`src/rtl/core/webp_header_pixel_count_defines.svh`:
```
// Assertion macros for the WebP header pixel counter top level.
`ifndef WEBP_HEADER_PIXEL_COUNT_DEFINES_SVH
`define WEBP_HEADER_PIXEL_COUNT_DEFINES_SVH

`ifndef SYNTH
// Same-cycle implication, sampled on the rising clock edge.
`define WHPC_ASSERT_SAME(label, clk, rst, ante, cons) \
  label: assert property (@(posedge clk) disable iff (rst) (ante) |-> (cons)) \
    else $error("assertion failed");
// Next-cycle implication, sampled on the rising clock edge.
`define WHPC_ASSERT_NEXT(label, clk, rst, ante, cons) \
  label: assert property (@(posedge clk) disable iff (rst) (ante) |=> (cons)) \
    else $error("assertion failed");
`else
`define WHPC_ASSERT_SAME(label, clk, rst, ante, cons)
`define WHPC_ASSERT_NEXT(label, clk, rst, ante, cons)
`endif

`endif

```
`src/rtl/core/webp_hdr_pkg.sv`:
```
// Shared types and constants for the WebP header pixel counter.
package webp_hdr_pkg;

  localparam int BYTE_W  = 8;
  localparam int DIM_W   = 25;
  localparam int COUNT_W = 49;
  localparam int HDR_LEN = 30;
  localparam int POS_W   = 5;

  localparam logic STATUS_OK   = 1'b0;
  localparam logic STATUS_FAIL = 1'b1;

  // Chunk tags, first file byte in the top bits
  localparam logic [31:0] TAG_RIFF = "RIFF";
  localparam logic [31:0] TAG_WEBP = "WEBP";
  localparam logic [31:0] TAG_VP8X = "VP8X";
  localparam logic [31:0] TAG_VP8L = "VP8L";
  localparam logic [31:0] TAG_VP8  = "VP8 ";

  // Signature bytes
  localparam logic [7:0] VP8L_SIG   = 8'h2F;
  localparam logic [7:0] VP8_SYNC_0 = 8'h9D;
  localparam logic [7:0] VP8_SYNC_1 = 8'h01;
  localparam logic [7:0] VP8_SYNC_2 = 8'h2A;

  localparam int DIM14_W = 14;

  // One classified header, passed from the front end to the multiply stage
  typedef struct packed {
    logic             status;
    logic [DIM_W-1:0] width;
    logic [DIM_W-1:0] height;
  } hdr_result_t;

endpackage

```
`src/rtl/core/webp_hdr_front.sv`:
```
// Front end: byte capture, position count and header classification.
module webp_hdr_front (
  input  logic                      clk,
  input  logic                      rst,
  input  logic                      s_valid,
  output logic                      s_ready,
  input  logic [7:0]                data_byte,
  input  logic                      last_byte,
  output logic                      push_valid,
  input  logic                      push_ready,
  output webp_hdr_pkg::hdr_result_t push_data
);
  import webp_hdr_pkg::*;

  logic [POS_W-1:0]  pos;
  logic [BYTE_W-1:0] store [HDR_LEN];
  logic [BYTE_W-1:0] view  [HDR_LEN];
  logic              accept;
  logic              have_hdr;

  assign s_ready    = push_ready;
  assign accept     = s_valid && push_ready;
  assign push_valid = accept && last_byte;

  // Position count, saturating at the header length; cleared by the last word
  always_ff @(posedge clk) begin
    if (rst) begin
      pos <= '0;
    end else if (accept) begin
      if (last_byte) begin
        pos <= '0;
      end else if (pos < POS_W'(HDR_LEN)) begin
        pos <= pos + POS_W'(1);
      end
    end
  end

  // Header capture
  always_ff @(posedge clk) begin
    if (accept && (pos < POS_W'(HDR_LEN))) begin
      store[pos] <= data_byte;
    end
  end

  // Header as it stands including the word on the bus
  always_comb begin
    for (int i = 0; i < HDR_LEN; i++) begin
      view[i] = (pos == POS_W'(i)) ? data_byte : store[i];
    end
  end

  assign have_hdr = (pos >= POS_W'(HDR_LEN - 1));

  // Classification and dimension decode
  always_comb begin
    logic [31:0]        riff, webp, tag, vp8l_bits;
    logic [DIM14_W-1:0] w14, h14;
    logic               ok;
    logic [DIM_W-1:0]   w, h;
    riff      = {view[0], view[1], view[2], view[3]};
    webp      = {view[8], view[9], view[10], view[11]};
    tag       = {view[12], view[13], view[14], view[15]};
    vp8l_bits = {view[24], view[23], view[22], view[21]};
    w14       = '0;
    h14       = '0;
    ok        = 1'b0;
    w         = '0;
    h         = '0;
    if (tag == TAG_VP8X) begin
      ok = 1'b1;
      w  = {1'b0, view[26], view[25], view[24]} + DIM_W'(1);
      h  = {1'b0, view[29], view[28], view[27]} + DIM_W'(1);
    end else if (tag == TAG_VP8L) begin
      ok  = (view[20] == VP8L_SIG);
      w14 = vp8l_bits[DIM14_W-1:0];
      h14 = vp8l_bits[2*DIM14_W-1:DIM14_W];
      w   = DIM_W'(w14) + DIM_W'(1);
      h   = DIM_W'(h14) + DIM_W'(1);
    end else if (tag == TAG_VP8) begin
      ok  = (view[23] == VP8_SYNC_0) && (view[24] == VP8_SYNC_1) &&
            (view[25] == VP8_SYNC_2);
      w14 = {view[27][5:0], view[26]};
      h14 = {view[29][5:0], view[28]};
      w   = DIM_W'(w14);
      h   = DIM_W'(h14);
    end
    ok = ok && have_hdr && (riff == TAG_RIFF) && (webp == TAG_WEBP) &&
         (w != '0) && (h != '0);
    push_data.status = ok ? STATUS_OK : STATUS_FAIL;
    push_data.width  = ok ? w : '0;
    push_data.height = ok ? h : '0;
  end

endmodule

```
`src/rtl/core/webp_hdr_queue.sv`:
```
// Short result queue between the front end and the multiply stage.
module webp_hdr_queue #(
  parameter int DEPTH = 4
) (
  input  logic                      clk,
  input  logic                      rst,
  input  logic                      wr_valid,
  output logic                      wr_ready,
  input  webp_hdr_pkg::hdr_result_t wr_data,
  output logic                      rd_valid,
  input  logic                      rd_ready,
  output webp_hdr_pkg::hdr_result_t rd_data
);
  import webp_hdr_pkg::*;

  localparam int PTR_W = (DEPTH > 1) ? $clog2(DEPTH) : 1;
  localparam int CNT_W = $clog2(DEPTH + 1);

  hdr_result_t      entry [DEPTH];
  logic [PTR_W-1:0] wr_ptr, rd_ptr;
  logic [CNT_W-1:0] count;
  logic             do_wr, do_rd;

  assign wr_ready = (count != CNT_W'(DEPTH));
  assign rd_valid = (count != '0);
  assign rd_data  = entry[rd_ptr];
  assign do_wr    = wr_valid && wr_ready;
  assign do_rd    = rd_valid && rd_ready;

  // Pointers and fill count
  always_ff @(posedge clk) begin
    if (rst) begin
      wr_ptr <= '0;
      rd_ptr <= '0;
      count  <= '0;
    end else begin
      if (do_wr) begin
        wr_ptr <= (wr_ptr == PTR_W'(DEPTH - 1)) ? '0 : wr_ptr + PTR_W'(1);
      end
      if (do_rd) begin
        rd_ptr <= (rd_ptr == PTR_W'(DEPTH - 1)) ? '0 : rd_ptr + PTR_W'(1);
      end
      if (do_wr && !do_rd) begin
        count <= count + CNT_W'(1);
      end else if (do_rd && !do_wr) begin
        count <= count - CNT_W'(1);
      end
    end
  end

  // Entry storage
  always_ff @(posedge clk) begin
    if (do_wr) begin
      entry[wr_ptr] <= wr_data;
    end
  end

endmodule

```
`src/rtl/core/webp_hdr_back.sv`:
```
// Back end: width times height into the output register.
module webp_hdr_back (
  input  logic                                clk,
  input  logic                                rst,
  input  logic                                q_valid,
  output logic                                q_ready,
  input  webp_hdr_pkg::hdr_result_t           q_data,
  output logic                                m_valid,
  input  logic                                m_ready,
  output logic                                status,
  output logic [webp_hdr_pkg::DIM_W-1:0]      image_width,
  output logic [webp_hdr_pkg::DIM_W-1:0]      image_height,
  output logic [webp_hdr_pkg::COUNT_W-1:0]    pixel_count
);
  import webp_hdr_pkg::*;

  logic [2*DIM_W-1:0] product;

  assign q_ready = !m_valid || m_ready;
  assign product = q_data.width * q_data.height;

  // Output valid
  always_ff @(posedge clk) begin
    if (rst) begin
      m_valid <= 1'b0;
    end else if (q_ready) begin
      m_valid <= q_valid;
    end
  end

  // Output payload
  always_ff @(posedge clk) begin
    if (q_ready && q_valid) begin
      status       <= q_data.status;
      image_width  <= q_data.width;
      image_height <= q_data.height;
      pixel_count  <= product[COUNT_W-1:0];
    end
  end

endmodule

```
`src/rtl/core/webp_header_pixel_count.sv`:
```
// m_axis_tvalid rises once a file's result has passed the queue and the output register.
// Throughput: one byte word per clock, a result per clock from the 25x25 multiply stage;
// input stalls only when the queue (QUEUE_DEPTH entries) is full, output on m_axis_tready.
// Reset (rst, synchronous) clears the position count, the queue and the output valid;
// the 30-byte header store is not cleared and is always refilled before it is read.
module webp_header_pixel_count #(
  parameter int QUEUE_DEPTH = 4  // 2 or more
) (
  input  logic         clk,
  input  logic         rst,
  input  logic         s_axis_tvalid,
  output logic         s_axis_tready,
  input  logic [7:0]   s_axis_tdata,   // [7:0] data_byte
  input  logic         s_axis_tlast,   // last_byte
  output logic         m_axis_tvalid,
  input  logic         m_axis_tready,
  output logic [103:0] m_axis_tdata,   // [24:0] image_width, [49:25] image_height,
                                       // [98:50] pixel_count, [103:99] zero
  output logic         m_axis_tuser    // status
);
  import webp_hdr_pkg::*;

`include "webp_header_pixel_count_defines.svh"

  hdr_result_t        push_data, q_data;
  logic               push_valid, push_ready;
  logic               q_valid, q_ready;
  logic [DIM_W-1:0]   image_width, image_height;
  logic [COUNT_W-1:0] pixel_count;

  webp_hdr_front u_front (
    .clk        (clk),
    .rst        (rst),
    .s_valid    (s_axis_tvalid),
    .s_ready    (s_axis_tready),
    .data_byte  (s_axis_tdata),
    .last_byte  (s_axis_tlast),
    .push_valid (push_valid),
    .push_ready (push_ready),
    .push_data  (push_data)
  );

  webp_hdr_queue #(
    .DEPTH (QUEUE_DEPTH)
  ) u_queue (
    .clk      (clk),
    .rst      (rst),
    .wr_valid (push_valid),
    .wr_ready (push_ready),
    .wr_data  (push_data),
    .rd_valid (q_valid),
    .rd_ready (q_ready),
    .rd_data  (q_data)
  );

  webp_hdr_back u_back (
    .clk          (clk),
    .rst          (rst),
    .q_valid      (q_valid),
    .q_ready      (q_ready),
    .q_data       (q_data),
    .m_valid      (m_axis_tvalid),
    .m_ready      (m_axis_tready),
    .status       (m_axis_tuser),
    .image_width  (image_width),
    .image_height (image_height),
    .pixel_count  (pixel_count)
  );

  // Output word packing
  assign m_axis_tdata = {5'b0, pixel_count, image_height, image_width};

  // A rejected file carries all-zero dimensions and count
  `WHPC_ASSERT_SAME(a_fail_zero, clk, rst,
    m_axis_tvalid && (m_axis_tuser == STATUS_FAIL), m_axis_tdata == '0)
  // An accepted header never has a zero dimension
  `WHPC_ASSERT_SAME(a_ok_nonzero, clk, rst,
    m_axis_tvalid && (m_axis_tuser == STATUS_OK),
    (image_width != '0) && (image_height != '0) && (pixel_count != '0))
  // A closed file is queued for the back end on the next clock
  `WHPC_ASSERT_NEXT(a_last_queued, clk, rst,
    s_axis_tvalid && s_axis_tready && s_axis_tlast, q_valid)

endmodule

```
`config.mk`:
```
export PLATFORM = sky130hd
export DESIGN_NAME = webp_header_pixel_count
export DESIGN_NICKNAME = d
export VERILOG_FILES = /design/src/rtl/core/webp_hdr_pkg.sv /design/src/rtl/core/webp_hdr_front.sv /design/src/rtl/core/webp_hdr_queue.sv /design/src/rtl/core/webp_hdr_back.sv /design/src/rtl/core/webp_header_pixel_count.sv
export VERILOG_INCLUDE_DIRS = /design/src /design/src/rtl/core
export SDC_FILE = /design/constraint.sdc
export NUM_CORES = 2
export LEC_CHECK = 0
export BUFFER_PORTS_ARGS = -buffer_cell sky130_fd_sc_hd__buf_2
export CAP_MARGIN = 30
export CORE_MARGIN = 3
export CORE_UTILIZATION = 60
export DETAILED_ROUTE_END_ITERATION = 12
export PLACE_DENSITY = 0.76
export SLEW_MARGIN = 20
export SYNTH_ARGS = -nofsm -noshare
export SYNTH_HDL_FRONTEND = slang
export SYNTH_SLANG_ARGS = --single-unit
```
`constraint.sdc`:
```
create_clock -name clk -period 12.4 [get_ports clk]
set_input_delay 1.86 -clock clk [delete_from_list [all_inputs] [get_ports clk]]
set_output_delay 1.86 -clock clk [all_outputs]
set_load 0.02 [all_outputs]
```
==> results.sh <==
export IMPL_status="finished clean"
export IMPL_hold_path_class="flop to flop"
export IMPL_area_growth_pct=7.91
export IMPL_hold_buffers=0
export IMPL_synth_top_family_by_area="adder cells"
export IMPL_worst_pin_slew_ns=1.02
export IMPL_synth_distinct_cells=83
export IMPL_nFillCells=5288
export IMPL_synth_fa_ha_area_share_pct=31.0
export IMPL_viasPerCell=6.02
export IMPL_grt_setup_unrepaired="no"
export IMPL_crit_path_start_kind="flop"
export IMPL_cts_tree="done"
export IMPL_worst_slack_ns=2.77
export IMPL_place_congestion=0.983
export IMPL_path_clk_slew_ns=0.06
export IMPL_synthSimpleGateAreaFrac_pct=13.6
export IMPL_wl_mm=112
export IMPL_clkLatencyLatePin_ns=0.65
export IMPL_grt_remaining_overflow=0
export IMPL_antenna_found_initial=0
export IMPL_antenna_cells=0
export IMPL_synth_cells=3971
export IMPL_ant_nets=0
export IMPL_synth_compound_area_share_pct=5.49
export IMPL_grt_pass1_wl_mm=175
export IMPL_synth_area_leader_cell="edfxtp_1"
export IMPL_netlist_top_cells_area="edfxtp_1 (34%), fa_1 (25%), inv_1 (5.9%)"
export IMPL_synth_mux_area_share_pct=4.41
export IMPL_rows=96
export IMPL_drt_initial_drc_count=3182
export IMPL_arrival_ns=10.01
export IMPL_final_area_um2=45200
export IMPL_hpwlAfterDp_mm=82.1
export IMPL_start_util_pct=60.9
export IMPL_synth_warnings=0
export IMPL_maxSlewHeadroom_pct=31.4
export IMPL_grt_pass1_vias=31000
export IMPL_ys_flop_type="edfxtp_1"
export IMPL_crit_type="flop to flop"
export IMPL_skew_ns=0.0432
export IMPL_critPathCaptureType="flop"
export IMPL_crit_required_ns=12.78
export IMPL_clockBufferDepth=3
export IMPL_synth_edff_count=480
export IMPL_fin_nets=4749
export IMPL_finalCriticalPeriod_ns=9.63
export IMPL_period_share_pct=77.7
export IMPL_worstHoldStart="u_back.m_valid"
export IMPL_cts_htree_levels=2
export IMPL_cts_root_buf="clkbuf_16"
export IMPL_post_synth_top_area_fraction_pct=34.4
export IMPL_place_port_buffers=114
export IMPL_die_y_um=270
export IMPL_place_area_um2=43400
export IMPL_critPathMaxFanout=50
export IMPL_hold_viol_final=0
export IMPL_tns_ns=0
export IMPL_dieArea_um2=73000
export IMPL_netlist_area_um2=41900
export IMPL_cts_setup_buffers=0
export IMPL_fp_dieW_um=270
export IMPL_setup_viol_count_final=0
export IMPL_max_freq_mhz=104
export IMPL_core_area_um2=68800
export IMPL_ys_seq_area_share_pct=35.1
export IMPL_post_drt_wl_per_cell_um=22.5
export IMPL_pin_count=120
export IMPL_synthXorXnorAreaFrac_pct=2.49
export IMPL_drive_gt1_share_pct=9.32
export IMPL_place_ws_ns=2.67
export IMPL_slew_violations=0
export IMPL_first_pass_iters=7
export IMPL_syn_avg_cell_area_um2=10.5
export IMPL_async_flop_share_pct=0
export IMPL_drcViolationCount=0
export IMPL_maxCapViolCount=0
export IMPL_clock_sinks=495
export IMPL_grt_max_degree=63
export IMPL_post_cts_resized=0
export IMPL_cts_made_buffers=52
export IMPL_ys_ff_latch=495
export IMPL_fin_hold_ws_ns=0.503
export IMPL_vias=30000
export IMPL_grt_use_total_pct=31.0
state kept, by name, summed over array words and instances, names as in the netlist, 2 cells and up, named ones only:
name	count
u_back.image_width	25
u_back.image_height	25
u_queue.entry	204
u_queue.rd_ptr	2
u_front.pos	5
u_queue.count	3
u_queue.wr_ptr	2
u_back.pixel_count	49
u_front.store	176
critical path: stages (launching register included):
cell      delay [ns]
dfxtp_4         0.87
mux2_2          0.41
o21ai_1         0.79
buf_4           0.32
clkinv_1        0.48
nand2_1         0.25
fa_1            0.44
inv_1           0.09
fa_1            0.43
fa_1            0.44
ha_1            0.28
ha_1            0.28
fa_1            0.50
fa_1            0.41
ha_1            0.36
and4_1          0.26
a221oi_1        0.74
a21oi_1         0.19
a21bo_2         0.26
o21ai_0         0.71
o41ai_1         0.28
buf_2           0.22
o221ai_1        0.21
xnor2_1         0.09
cell usage in the layout, fill, tap and decap left out, types with 49 or more instances in the layout:
master and n:
mux2_2 60, ha_1 196, edfxtp_1 480, nor2_1 444, mux2i_1 97, nor3_1 53, clkbuf_16 52, o21ai_0 65
a21oi_1 80, nand2_1 452, buf_4 69, inv_1 655, xnor2_1 78, buf_2 116, nand3_1 49, fa_1 526
stage by stage:
stage | util [%] | instances
final | 65.7 | 4988
after global routing | 65.7 | 4988
after detailed placement | 63.1 | 4888
after global placement | 63.0 | 4884
after CTS | 65.6 | 4985
after floorplan | - | 3975
layout make-up:
class	instances	area, µm²	share of cell area, %
clock buffer	60	1330	2.94
inverter	660	2480	5.48
clock inverter	37	398	0.880
tap	931	1160	2.58
multi-input combinational	2615	23900	53.0
sequential	495	14700	32.6
timing repair buffer	190	1180	2.61
kinds of logic (layout without fill, tap and decap cells):
| logic type | Yosys count | after routing |
|---|---|---|
| AOI/OAI and AO/OA | 353 | 353 |
| DFF | 495 | 495 |
| buffers and inverters | 865 | 947 |
| muxes | 166 | 166 |
| other | 1 | 5 |
| adders and majority gates | 722 | 722 |
| xor gates and xnor gates | 119 | 119 |
| and+or+nand+nor | 1250 | 1250 |
Yosys cell counts (41+ instances only):
master / count
fa_1: 526
mux2i_1: 97
inv_1: 655
o21ai_0: 78
mux2_2: 60
edfxtp_1: 480
nand2_1: 452
nor3_1: 55
nand3_1: 49
ha_1: 196
xor2_1: 41
xnor2_1: 78
nor2_1: 444
clkbuf_1: 145
a21oi_1: 81
path summary, 6_finish.rpt:
kind,to,slack [ns],cells past startpoint
max,u_back.pixel_count[46],2.77,23
min,u_back.m_valid,0.50,2
max reg2reg,u_back.pixel_count[46],2.77,23
min reg2reg,u_back.m_valid,0.50,2
layer usage:
layer	GRT usage [%]	part of all wire (%)	up-vias
met5	0	0	-
met4	14.6	5.3	0
met3	6.60	10	369
met2	49.6	46	1611
met1	41.0	39	15000
li1	-	-	13100
Power is not shown: default switching activity piles up to over one toggle a cycle in this logic, so the estimate is an artifact.
